**src/design/spq_pkg.sv**
```systemverilog
// Package for the sorted priority queue: widths, depth, operation and
// status codes, and the command struct from controller to datapath.
// No dependencies.
package spq_pkg;

  localparam int DEPTH = 8;
  localparam int CNT_W = $clog2(DEPTH + 1);
  localparam int KEY_W = 32;
  localparam int PRI_W = 16;
  localparam int ST_W  = 2;
  localparam int OCC_W = 4;

  localparam int IN_DATA_W  = 48;
  localparam int OUT_DATA_W = 56;

  // operation select carried on in_tuser
  localparam logic FUNC_INSERT = 1'b0;
  localparam logic FUNC_DELETE = 1'b1;

  // result status codes
  localparam logic [ST_W-1:0] ST_OK        = 2'd0;
  localparam logic [ST_W-1:0] ST_OVERFLOW  = 2'd1;
  localparam logic [ST_W-1:0] ST_UNDERFLOW = 2'd2;

  typedef struct packed {
    logic exec;    // run one operation this cycle and load the result
    logic is_del;  // operation is a delete
  } spq_cmd_t;

endpackage

```
**src/design/sorted_priority_queue.sv**
```systemverilog
// Sorted priority queue of DEPTH key/priority entries, smallest priority first.
// The result is valid in the cycle after the input transfer; one item per cycle
// while the result side takes every transfer, set by the single compare-and-shift
// pass over the cell row. Reset (rst_n low, synchronous) empties the queue and
// the result register; stored cells are not cleared. Depends on spq_pkg,
// spq_ctrl and spq_dp.
module sorted_priority_queue (
  input  logic        clk,
  input  logic        rst_n,
  input  logic        in_tvalid,
  output logic        in_tready,
  input  logic [47:0] in_tdata,   // [31:0] entry_key, [47:32] entry_priority
  input  logic        in_tuser,   // [0] func
  output logic        out_tvalid,
  input  logic        out_tready,
  output logic [55:0] out_tdata   // [1:0] status, [33:2] out_key,
                                  // [49:34] out_priority, [53:50] occupancy
);
  import spq_pkg::*;

  spq_cmd_t                cmd;
  logic [ST_W-1:0]         res_status;
  logic signed [KEY_W-1:0] res_key;
  logic signed [PRI_W-1:0] res_pri;
  logic [OCC_W-1:0]        res_occ;

  spq_ctrl u_ctrl (
    .clk        (clk),
    .rst_n      (rst_n),
    .in_tvalid  (in_tvalid),
    .in_func    (in_tuser),
    .in_tready  (in_tready),
    .out_tvalid (out_tvalid),
    .out_tready (out_tready),
    .cmd        (cmd)
  );

  spq_dp u_dp (
    .clk        (clk),
    .rst_n      (rst_n),
    .cmd        (cmd),
    .in_key     ($signed(in_tdata[KEY_W-1:0])),
    .in_pri     ($signed(in_tdata[KEY_W+PRI_W-1:KEY_W])),
    .res_status (res_status),
    .res_key    (res_key),
    .res_pri    (res_pri),
    .res_occ    (res_occ)
  );

  // pack result fields, lowest first, pad to whole bytes
  assign out_tdata = {2'b00, res_occ, res_pri, res_key, res_status};

`ifndef SYNTH
  a_accept_gives_result: assert property (@(posedge clk) disable iff (!rst_n)
    (in_tvalid && in_tready) |=> out_tvalid)
    else $error("accepted transfer did not produce a result");

  a_no_accept_on_stall: assert property (@(posedge clk) disable iff (!rst_n)
    (out_tvalid && !out_tready) |-> !in_tready)
    else $error("input taken while result stalled");

  a_overflow_full: assert property (@(posedge clk) disable iff (!rst_n)
    (out_tvalid && res_status == ST_OVERFLOW) |-> (res_occ == OCC_W'(DEPTH)))
    else $error("overflow reported while queue not full");

  a_underflow_empty: assert property (@(posedge clk) disable iff (!rst_n)
    (out_tvalid && res_status == ST_UNDERFLOW) |-> (res_occ == '0))
    else $error("underflow reported while queue not empty");
`endif

endmodule

```
**src/design/spq_ctrl.sv**
```systemverilog
// Controller for the sorted priority queue: tracks whether the result
// register holds a transfer not yet taken and issues the execute command.
// Depends on spq_pkg.
module spq_ctrl (
  input  logic             clk,
  input  logic             rst_n,
  input  logic             in_tvalid,
  input  logic             in_func,
  output logic             in_tready,
  output logic             out_tvalid,
  input  logic             out_tready,
  output spq_pkg::spq_cmd_t cmd
);
  import spq_pkg::*;

  typedef enum logic [1:0] {
    S_EMPTY = 2'b01,
    S_FULL  = 2'b10
  } state_t;

  state_t state_r, state_nxt;

  // accept whenever the result register is free or drains this cycle
  assign in_tready  = (state_r == S_EMPTY) || out_tready;
  assign out_tvalid = (state_r == S_FULL);
  assign cmd.exec   = in_tvalid && in_tready;
  assign cmd.is_del = (in_func == FUNC_DELETE);

  // advance: fill on execute, drain on output transfer
  always_comb begin
    state_nxt = state_r;
    case (state_r)
      S_EMPTY: begin
        if (cmd.exec) state_nxt = S_FULL;
      end
      S_FULL: begin
        if (cmd.exec) state_nxt = S_FULL;
        else if (out_tready) state_nxt = S_EMPTY;
      end
      default: state_nxt = S_EMPTY;
    endcase
  end

  always_ff @(posedge clk) begin
    if (!rst_n) begin
      state_r <= S_EMPTY;
    end else begin
      state_r <= state_nxt;
    end
  end

endmodule

```
**src/design/spq_dp.sv**
```systemverilog
// Datapath for the sorted priority queue: a row of compare-and-shift
// cells, the entry count and the result register. Depends on spq_pkg.
module spq_dp (
  input  logic                                clk,
  input  logic                                rst_n,
  input  spq_pkg::spq_cmd_t                   cmd,
  input  logic signed [spq_pkg::KEY_W-1:0]    in_key,
  input  logic signed [spq_pkg::PRI_W-1:0]    in_pri,
  output logic [spq_pkg::ST_W-1:0]            res_status,
  output logic signed [spq_pkg::KEY_W-1:0]    res_key,
  output logic signed [spq_pkg::PRI_W-1:0]    res_pri,
  output logic [spq_pkg::OCC_W-1:0]           res_occ
);
  import spq_pkg::*;

  logic signed [KEY_W-1:0] key_r [DEPTH];
  logic signed [PRI_W-1:0] pri_r [DEPTH];
  logic signed [KEY_W-1:0] key_nxt [DEPTH];
  logic signed [PRI_W-1:0] pri_nxt [DEPTH];
  logic [DEPTH-1:0]        gt;
  logic [CNT_W-1:0]        cnt_r, cnt_nxt;
  logic                    full, empty;
  logic [ST_W-1:0]         status_nxt;
  logic signed [KEY_W-1:0] rkey_nxt;
  logic signed [PRI_W-1:0] rpri_nxt;

  logic [ST_W-1:0]         status_r;
  logic signed [KEY_W-1:0] rkey_r;
  logic signed [PRI_W-1:0] rpri_r;
  logic [OCC_W-1:0]        occ_r;

  assign full  = (cnt_r == CNT_W'(DEPTH));
  assign empty = (cnt_r == '0);

  // per-cell compare: stored entry sorts after the new one
  for (genvar i = 0; i < DEPTH; i++) begin : g_cmp
    assign gt[i] = (CNT_W'(i) < cnt_r) && (pri_r[i] > in_pri);
  end

  // per-cell next value for insert (shift down or load) and delete (shift up)
  for (genvar i = 0; i < DEPTH; i++) begin : g_cell
    logic take_prev, load_new;
    if (i == 0) begin : g_head
      assign take_prev = 1'b0;
      assign load_new  = gt[i] || empty;
    end else begin : g_body
      assign take_prev = gt[i-1];
      assign load_new  = !gt[i-1] && (gt[i] || (CNT_W'(i) == cnt_r));
    end

    always_comb begin
      key_nxt[i] = key_r[i];
      pri_nxt[i] = pri_r[i];
      if (cmd.is_del) begin
        if (i < DEPTH - 1) begin
          key_nxt[i] = key_r[(i < DEPTH - 1) ? i + 1 : i];
          pri_nxt[i] = pri_r[(i < DEPTH - 1) ? i + 1 : i];
        end
      end else if (!full) begin
        if (take_prev) begin
          key_nxt[i] = key_r[(i > 0) ? i - 1 : i];
          pri_nxt[i] = pri_r[(i > 0) ? i - 1 : i];
        end else if (load_new) begin
          key_nxt[i] = in_key;
          pri_nxt[i] = in_pri;
        end
      end
    end
  end

  // status, removed entry and count after the operation
  always_comb begin
    status_nxt = ST_OK;
    rkey_nxt   = '0;
    rpri_nxt   = '0;
    cnt_nxt    = cnt_r;
    if (cmd.is_del) begin
      if (empty) begin
        status_nxt = ST_UNDERFLOW;
      end else begin
        rkey_nxt = key_r[0];
        rpri_nxt = pri_r[0];
        cnt_nxt  = cnt_r - 1'b1;
      end
    end else begin
      if (full) begin
        status_nxt = ST_OVERFLOW;
      end else begin
        cnt_nxt = cnt_r + 1'b1;
      end
    end
  end

  // cells and result register hold unless an operation executes
  always_ff @(posedge clk) begin
    if (cmd.exec) begin
      for (int i = 0; i < DEPTH; i++) begin
        key_r[i] <= key_nxt[i];
        pri_r[i] <= pri_nxt[i];
      end
      status_r <= status_nxt;
      rkey_r   <= rkey_nxt;
      rpri_r   <= rpri_nxt;
      occ_r    <= OCC_W'(cnt_nxt);
    end
  end

  always_ff @(posedge clk) begin
    if (!rst_n) begin
      cnt_r <= '0;
    end else if (cmd.exec) begin
      cnt_r <= cnt_nxt;
    end
  end

  assign res_status = status_r;
  assign res_key    = rkey_r;
  assign res_pri    = rpri_r;
  assign res_occ    = occ_r;

endmodule

```
**config.mk**
```make
export PLATFORM = sky130hd
export DESIGN_NAME = sorted_priority_queue
export DESIGN_NICKNAME = d
export VERILOG_FILES = /design/src/design/spq_pkg.sv /design/src/design/sorted_priority_queue.sv /design/src/design/spq_ctrl.sv /design/src/design/spq_dp.sv
export SDC_FILE = /design/constraint.sdc
export NUM_CORES = 1
export LEC_CHECK = 0
export ABC_AREA = 1
export BUFFER_PORTS_ARGS = -buffer_cell sky130_fd_sc_hd__buf_4
export CORE_MARGIN = 5
export CORE_UTILIZATION = 57
export DETAILED_ROUTE_END_ITERATION = 7
export GPL_TIMING_DRIVEN = 0
export HOLD_SLACK_MARGIN = 0.06
export PLACE_DENSITY = 0.77
export SETUP_SLACK_MARGIN = 0.4
export SLEW_MARGIN = 20
export SYNTH_ARGS = -nofsm -noshare
export SYNTH_HDL_FRONTEND = slang
export SYNTH_SLANG_ARGS = --single-unit
```
**constraint.sdc**
```tcl
create_clock -name clk -period 5.56 [get_ports clk]
set_input_delay 1.112 -clock clk [delete_from_list [all_inputs] [get_ports clk]]
set_output_delay 1.112 -clock clk [all_outputs]
set_load 0.01 [all_outputs]
```
# After elaboration in Yosys (flattened, before gate mapping)
# Memory sizes are Yosys's and may differ from the RTL's.
# Index checks and enable logic that the tools add are counted.
[op_classes]
n_div = 0
mul = 0
magnitude_cmp = 16
reduce_logical = 35
n_mux = 74
n_eq_ne = 12
n_bitwise = 1
addsub = 2
shift = 0
[ops]
columns = ["op", "n"]
rows = [
  ["$mux 32", 31],
  ["$mux 16", 31],
  ["$gt 16x16->1", 8],
  ["$eq 3x4->1 const A", 4],
  ["$logic_and 1x1->1", 16],
  ["$lt 3x4->1 const A", 4],
  ["$mux 4", 3],
  ["$mux 2", 5],
  ["$logic_or 1x1->1", 9],
  ["$eq 2x4->1 const A", 2],
  ["$lt 1x4->1 const A", 2],
  ["$lt 2x4->1 const A", 2],
  ["$logic_not 1->1", 7],
  ["$add 4x1->4 const B", 1],
  ["$eq 1x4->1 const A", 1],
  ["$eq 4x4->1 const B", 1],
  ["$logic_not 4->1", 1],
  ["$pmux 2 s2", 1],
  ["$sub 4x1->4 const B", 1],
  ["$mux 1", 3],
  ["$ne 3x1->1 const B", 1],
  ["$eq 2x1->1 const B", 1],
  ["$eq 2x2->1 const B", 1],
  ["$ne 2x2->1 const B", 1],
  ["3 further kinds", 3],
]
[word_totals]
out_inout_bits = 58
rom_bits = 0
elab_cells = 148
mem_count = 2
inputBits = 53
latchBits = 0
regBits = 60
mem_bits_rw = 384
[mem_list]
columns = ["memory", "words", "width", "rd", "rd_ports_with_merged_regs", "write_ports", "line_no", "rtl"]
rows = [
  ["u_dp.key_r", 8, 32, 8, 0, 8, "spq_dp.sv:16", "logic signed [KEY_W-1:0] key_r [DEPTH];"],
  ["u_dp.pri_r", 8, 16, 8, 0, 8, "spq_dp.sv:17", "logic signed [PRI_W-1:0] pri_r [DEPTH];"],
]

# Longest topological paths before layout
# An unclocked memory read counts as a cell.
[logic_depth]
ltp_word = 9
ltp_mapped = 18
mapped_depth_nobuf = 17

# Hierarchy
# A second synthesis with hierarchy kept.
[unflattened]
hier_cells = 3233
area_unflattened_um2 = 26550.5
[modules_own_cells]
columns = ["module", "seq_area_each_um2", "instances", "area_per_inst_um2", "cells_each"]
rows = [
  ["spq_dp", 13232.7, 1, 26370.3, 3207],
  ["spq_ctrl", 40.0, 1, 161.4, 23],
  ["sorted_priority_queue", 0.0, 1, 18.8, 3],
]

# Least setup slack after synthesis
# Ideal clock, no wire load.
[synth_timing]
kind = "input port to flip-flop"
start = "input in_tdata[47]"
end = "memory u_dp.key_r[0][0], enable pin"
required_time_ps = 5091
setup_time_ps = 469
cell_stages = 13
arrival_time_ps = 4875
slack_ps = 215
cell_sequence = "inv_1 > ha_1 > nand2_1 > nor2_2 > nand2_1 > nor2_2 > nand2_1 > nand3_1 > nand2_1 > nand2_2 > buf_2 > nand2_1 > a21oi_1"
[synth_lines]
columns = ["item", "line_no", "rtl"]
rows = [
  ["start: declaration", "sorted_priority_queue.sv:12", "input logic [47:0] in_tdata,"],
  ["end: declaration", "spq_dp.sv:16", ""],
]

==> summary.md <==
| Metric | Value |
|---|---|
| Status | `finished, final reports clean` |
| Hold-fix buffers, CTS | `0` |
| Synth Instances | `3248` |
| Synth async-reset ratio | `0%` |
| PwrDens | `425 mW/mm2` |
| Total gr overflow | `0` |
| Peak VDD IR | `0.000265 V` |
| RSZ-0062 raised after global routing | `no` |
| Clock buffer count from CTS | `48` |
| Core Rows | `78` |
| Synth warn | `0` |
| Synth area leaders | `edfxtp_1 50%, nand2_1 17%, nand3_1 6.8%` |
| Number of buffers added on ports | `around 110` |
| Final setup violation count | `0` |
| DR WL/cell | `18.4 um` |
| Synth Area in Simple Gates | `30.2%` |
| H-tree levels | `2` |
| Crit path max-delay family | `simple AND/OR/NAND/NOR gates` |
| Worst-path cell chain | `buf_4 -> inv_1 -> ha_1 -> nand4_1 -> nor2_1 -> a31oi_1 -> nand3_1 -> buf_2 -> nand2_1 -> nor2_1 -> nor2_4 -> buf_16` |
| Worst Path Max Fanout | `27` |
| Hold Fails Final Rpt | `0` |
| CTS resizes | `0` |
| Distinct cells, synth | `37` |
| Register area share after synthesis | `50.3%` |
| Fin crit share | `78.8%` |
| Vias in the first global route | `21000` |
| Slew @ Worst Pin | `between 0.8 and 0.9 ns` |
| Via count | `23000` |
| Layout area overhead | `12.9%` |
| Clock Skews | `0.0182 ns` |
| 1st-iter DRT viols | `2772` |
| Slowest cell on the critical path | `nor2_4` |
| CORE AREA | `0.0456 mm2` |
| Fin nets | `between 3000 and 4000` |
| Fillers | `3723` |
| Final core occ | `65.4%` |
| Maximum clock insertion buffer count | `3` |
| DRC viols | `0` |
| Largest net degree at the start of global routing | `31` |
| CTS sink cnt | `444` |
| Vias/cell | `5.67` |
| Worst-path clk slew | `0.06 ns` |
| Routed WL | `74700 um` |
| CP required | `5.85 ns` |
| Mux share of post-synthesis cell area | `0%` |
| Total Power | `0.0127 W` |
| Synth cell count leaders | `1183 x nand2_1, 438 x edfxtp_1, 410 x inv_1` |
| Worst path max stage delay | `roughly 0.55 ns` |
| Fmax | `0.228 GHz` |
| FF+latch count, synth | `around 440` |
| Root buf cell | `clkbuf_16` |
| Post-route insts no fill | `4054` |
| Die Height | `225 um` |
| Detail Placement HPWL | `59200 um` |
| Worst relative slew slack | `a little over two fifths` |
| Initial antenna violation count | `1` |
| Placed insts | `approximately 4000` |
| Syn Area/Cell | `approximately 8.1 um2` |
| Horiz. Die Dim | `225 um` |
| EDFF count, synth | `438` |
| Global-route wire length before repair | `115000 um` |
| CP endpoint kind | `register` |
| Leak pwr | `14.2 nW` |
| Routability cong. | `0.951` |
| Io pins | `111` |
| Setup repair bufs after CTS | `0` |
| Storage element area | `0.0133 mm2` |
| Top_reg_cell synth | `edfxtp_1` |
| Maxcap violations | `0` |
| Clock latency on the worst-skew pair | `0.60 ns` |
| Die area | `0.0507 mm2` |
| Fraction of layout cells with a size suffix above 1 | `under 10%` |
| Hold slack | `0.515 ns` |
| Hold Crit Class | `reg -> reg` |
| Worst path most repeated cell | `nor2_1` |
| Minimum clock period | `4.38 ns` |
| TritonCTS clock tree | `built` |
| Worst path buffer plus inverter count | `4` |
| Cell Area, Synth | `0.0264 mm2` |
| Synth area leader | `edfxtp_1` |
| XOR/XNOR Fraction of Synth Area | `0.0995%` |
| Worst Path Arrival | `4.68 ns` |
| Total track usage | `between 20% and 30%` |
| Starting Density | `57.9%` |
| Post-synthesis compound-gate area fraction | `3.88%` |
| Routed Antenna Nets | `0` |
| Fin Setup TNS | `0 ns` |
| Largest family of logic cells by synthesized area | `simple AND/OR/NAND/NOR gates` |
| Final-report max-slew violation count | `0` |
| Fraction of the mapped netlist area in adder cells | `6.35%` |
| Area share of the largest cell type after synthesis | `49.8%` |
| Setup CP Type | `in -> reg` |
| Ant. Diodes | `0` |
| Top-count cell post-synth | `nand2_1` |
| Pre-antenna DRT Iters | `8` |
| Critical path startpoint category | `input port` |
| Area occupied by multi-input gates | `0.0108 mm2` |
==> state kept, by name (all words and copies together) (netlist names) <==
register and count:
u_dp.key_r 256, u_ctrl.state_r 2, u_dp.res_key 32, u_dp.res_occ 4, u_dp.res_status 2, u_dp.res_pri 16, u_dp.cnt_r 4, u_dp.pri_r 128
==> kinds of logic after synthesis <==
| kind of cell | count (synthesis) |
|---|---|
| compound gates | 192 |
| xor+xnor | 3 |
| flops | 444 |
| buf+inv | 614 |
| simple gates | 1860 |
| fa+ha+maj | 134 |
| other cells | 1 |
==> where the power goes <==
group / leakage, nW / switching, W / internal, W / total, W
logic: 9.24 / 0.00299 / 0.00136 / 0.00436
registers: 4.21 / 0.000388 / 0.00478 / 0.00517
clock network: 0.752 / 0.00132 / 0.00184 / 0.00316
==> final timing paths <==
| check | startpoint | to | slack [ns] | cells past startpoint |
|---|---|---|---|---|
| worst max register to register | u_dp.cnt_r[1] | u_dp.key_r[1][15] | 1.59 | 11 |
| worst min register to register | u_dp.key_r[1][119] | u_dp.key_r[1][87] | 0.52 | 2 |
| worst min-delay path | u_dp.key_r[1][119] | u_dp.key_r[1][87] | 0.52 | 2 |
| worst max-delay path | in_tdata[47] | u_dp.key_r[1][15] | 1.18 | 12 |
==> layout make-up <==
| type | instances | area share (%) |
|---|---|---|
| flip-flops and latches | 444 | 44.5 |
| multi-input cells | 2191 | 36.1 |
| inverters | 416 | 5.24 |
| clock buffers | 70 | 4.58 |
| repair buffers | 117 | 3.57 |
| plain buffers | 198 | 2.93 |
| well taps | 600 | 2.52 |
| clock inverters | 18 | 0.567 |
==> per-layer routing <==
layer | GRT usage, % | vias up | share of wire (%)
met5 | 0 | - | 0.017
met4 | 9.22 | 2 | 3.0
met3 | 5.18 | 140 | 11
met2 | 43.1 | 1250 | 43
met1 | 42.3 | 10500 | 44
li1 | - | 11100 | -
==> metrics by stage <==
stage	worst slack (ns)	area (um2)
after global routing	1.07	29800
after floorplan	0.446	26400
after CTS	1.23	29800
final	1.18	29800
after detailed placement	0.614	28300
after global placement	-1.49	28000
==> worst register-to-register path: stages (launching register included) <==
cell and delay (ns):
dfxtp_1 0.38, clkinv_1 0.31, ha_1 0.37, nor2_1 0.19, nor2_1 0.12, a31oi_1 0.54
nand3_1 0.44, buf_2 0.34, nand2_1 0.09, nor2_1 0.06, nor2_4 0.55, buf_16 0.26
==> cell usage in the layout, fill, tap and decap left out, types with 2 or more instances in the layout <==
| master | instances |
|---|---|
| nand2_1 | 1183 |
| edfxtp_1 | 438 |
| inv_1 | 407 |
| nand3_1 | 361 |
| nand4_1 | 200 |
| ha_1 | 134 |
| clkbuf_1 | 128 |
| buf_4 | 118 |
| o21ai_0 | 112 |
| nor2_1 | 101 |
| buf_2 | 60 |
| a21oi_1 | 57 |
| clkbuf_16 | 49 |
| buf_1 | 12 |
| buf_16 | 8 |
| inv_2 | 7 |
| clkinv_1 | 7 |
| clkinv_2 | 7 |
| clkbuf_8 | 6 |
| dfxtp_1 | 6 |
| a31oi_1 | 5 |
| nor2_4 | 5 |
| o21bai_1 | 4 |
| a21o_1 | 4 |
| nor2_2 | 3 |
| bufinv_16 | 3 |
| xor2_1 | 2 |
| o31ai_1 | 2 |
| nand3_2 | 2 |
| nor3_1 | 2 |
| buf_6 | 2 |
| conb_1 | 2 |
| inv_6 | 2 |
| buf_12 | 2 |
(Power assumes the default switching activity.)
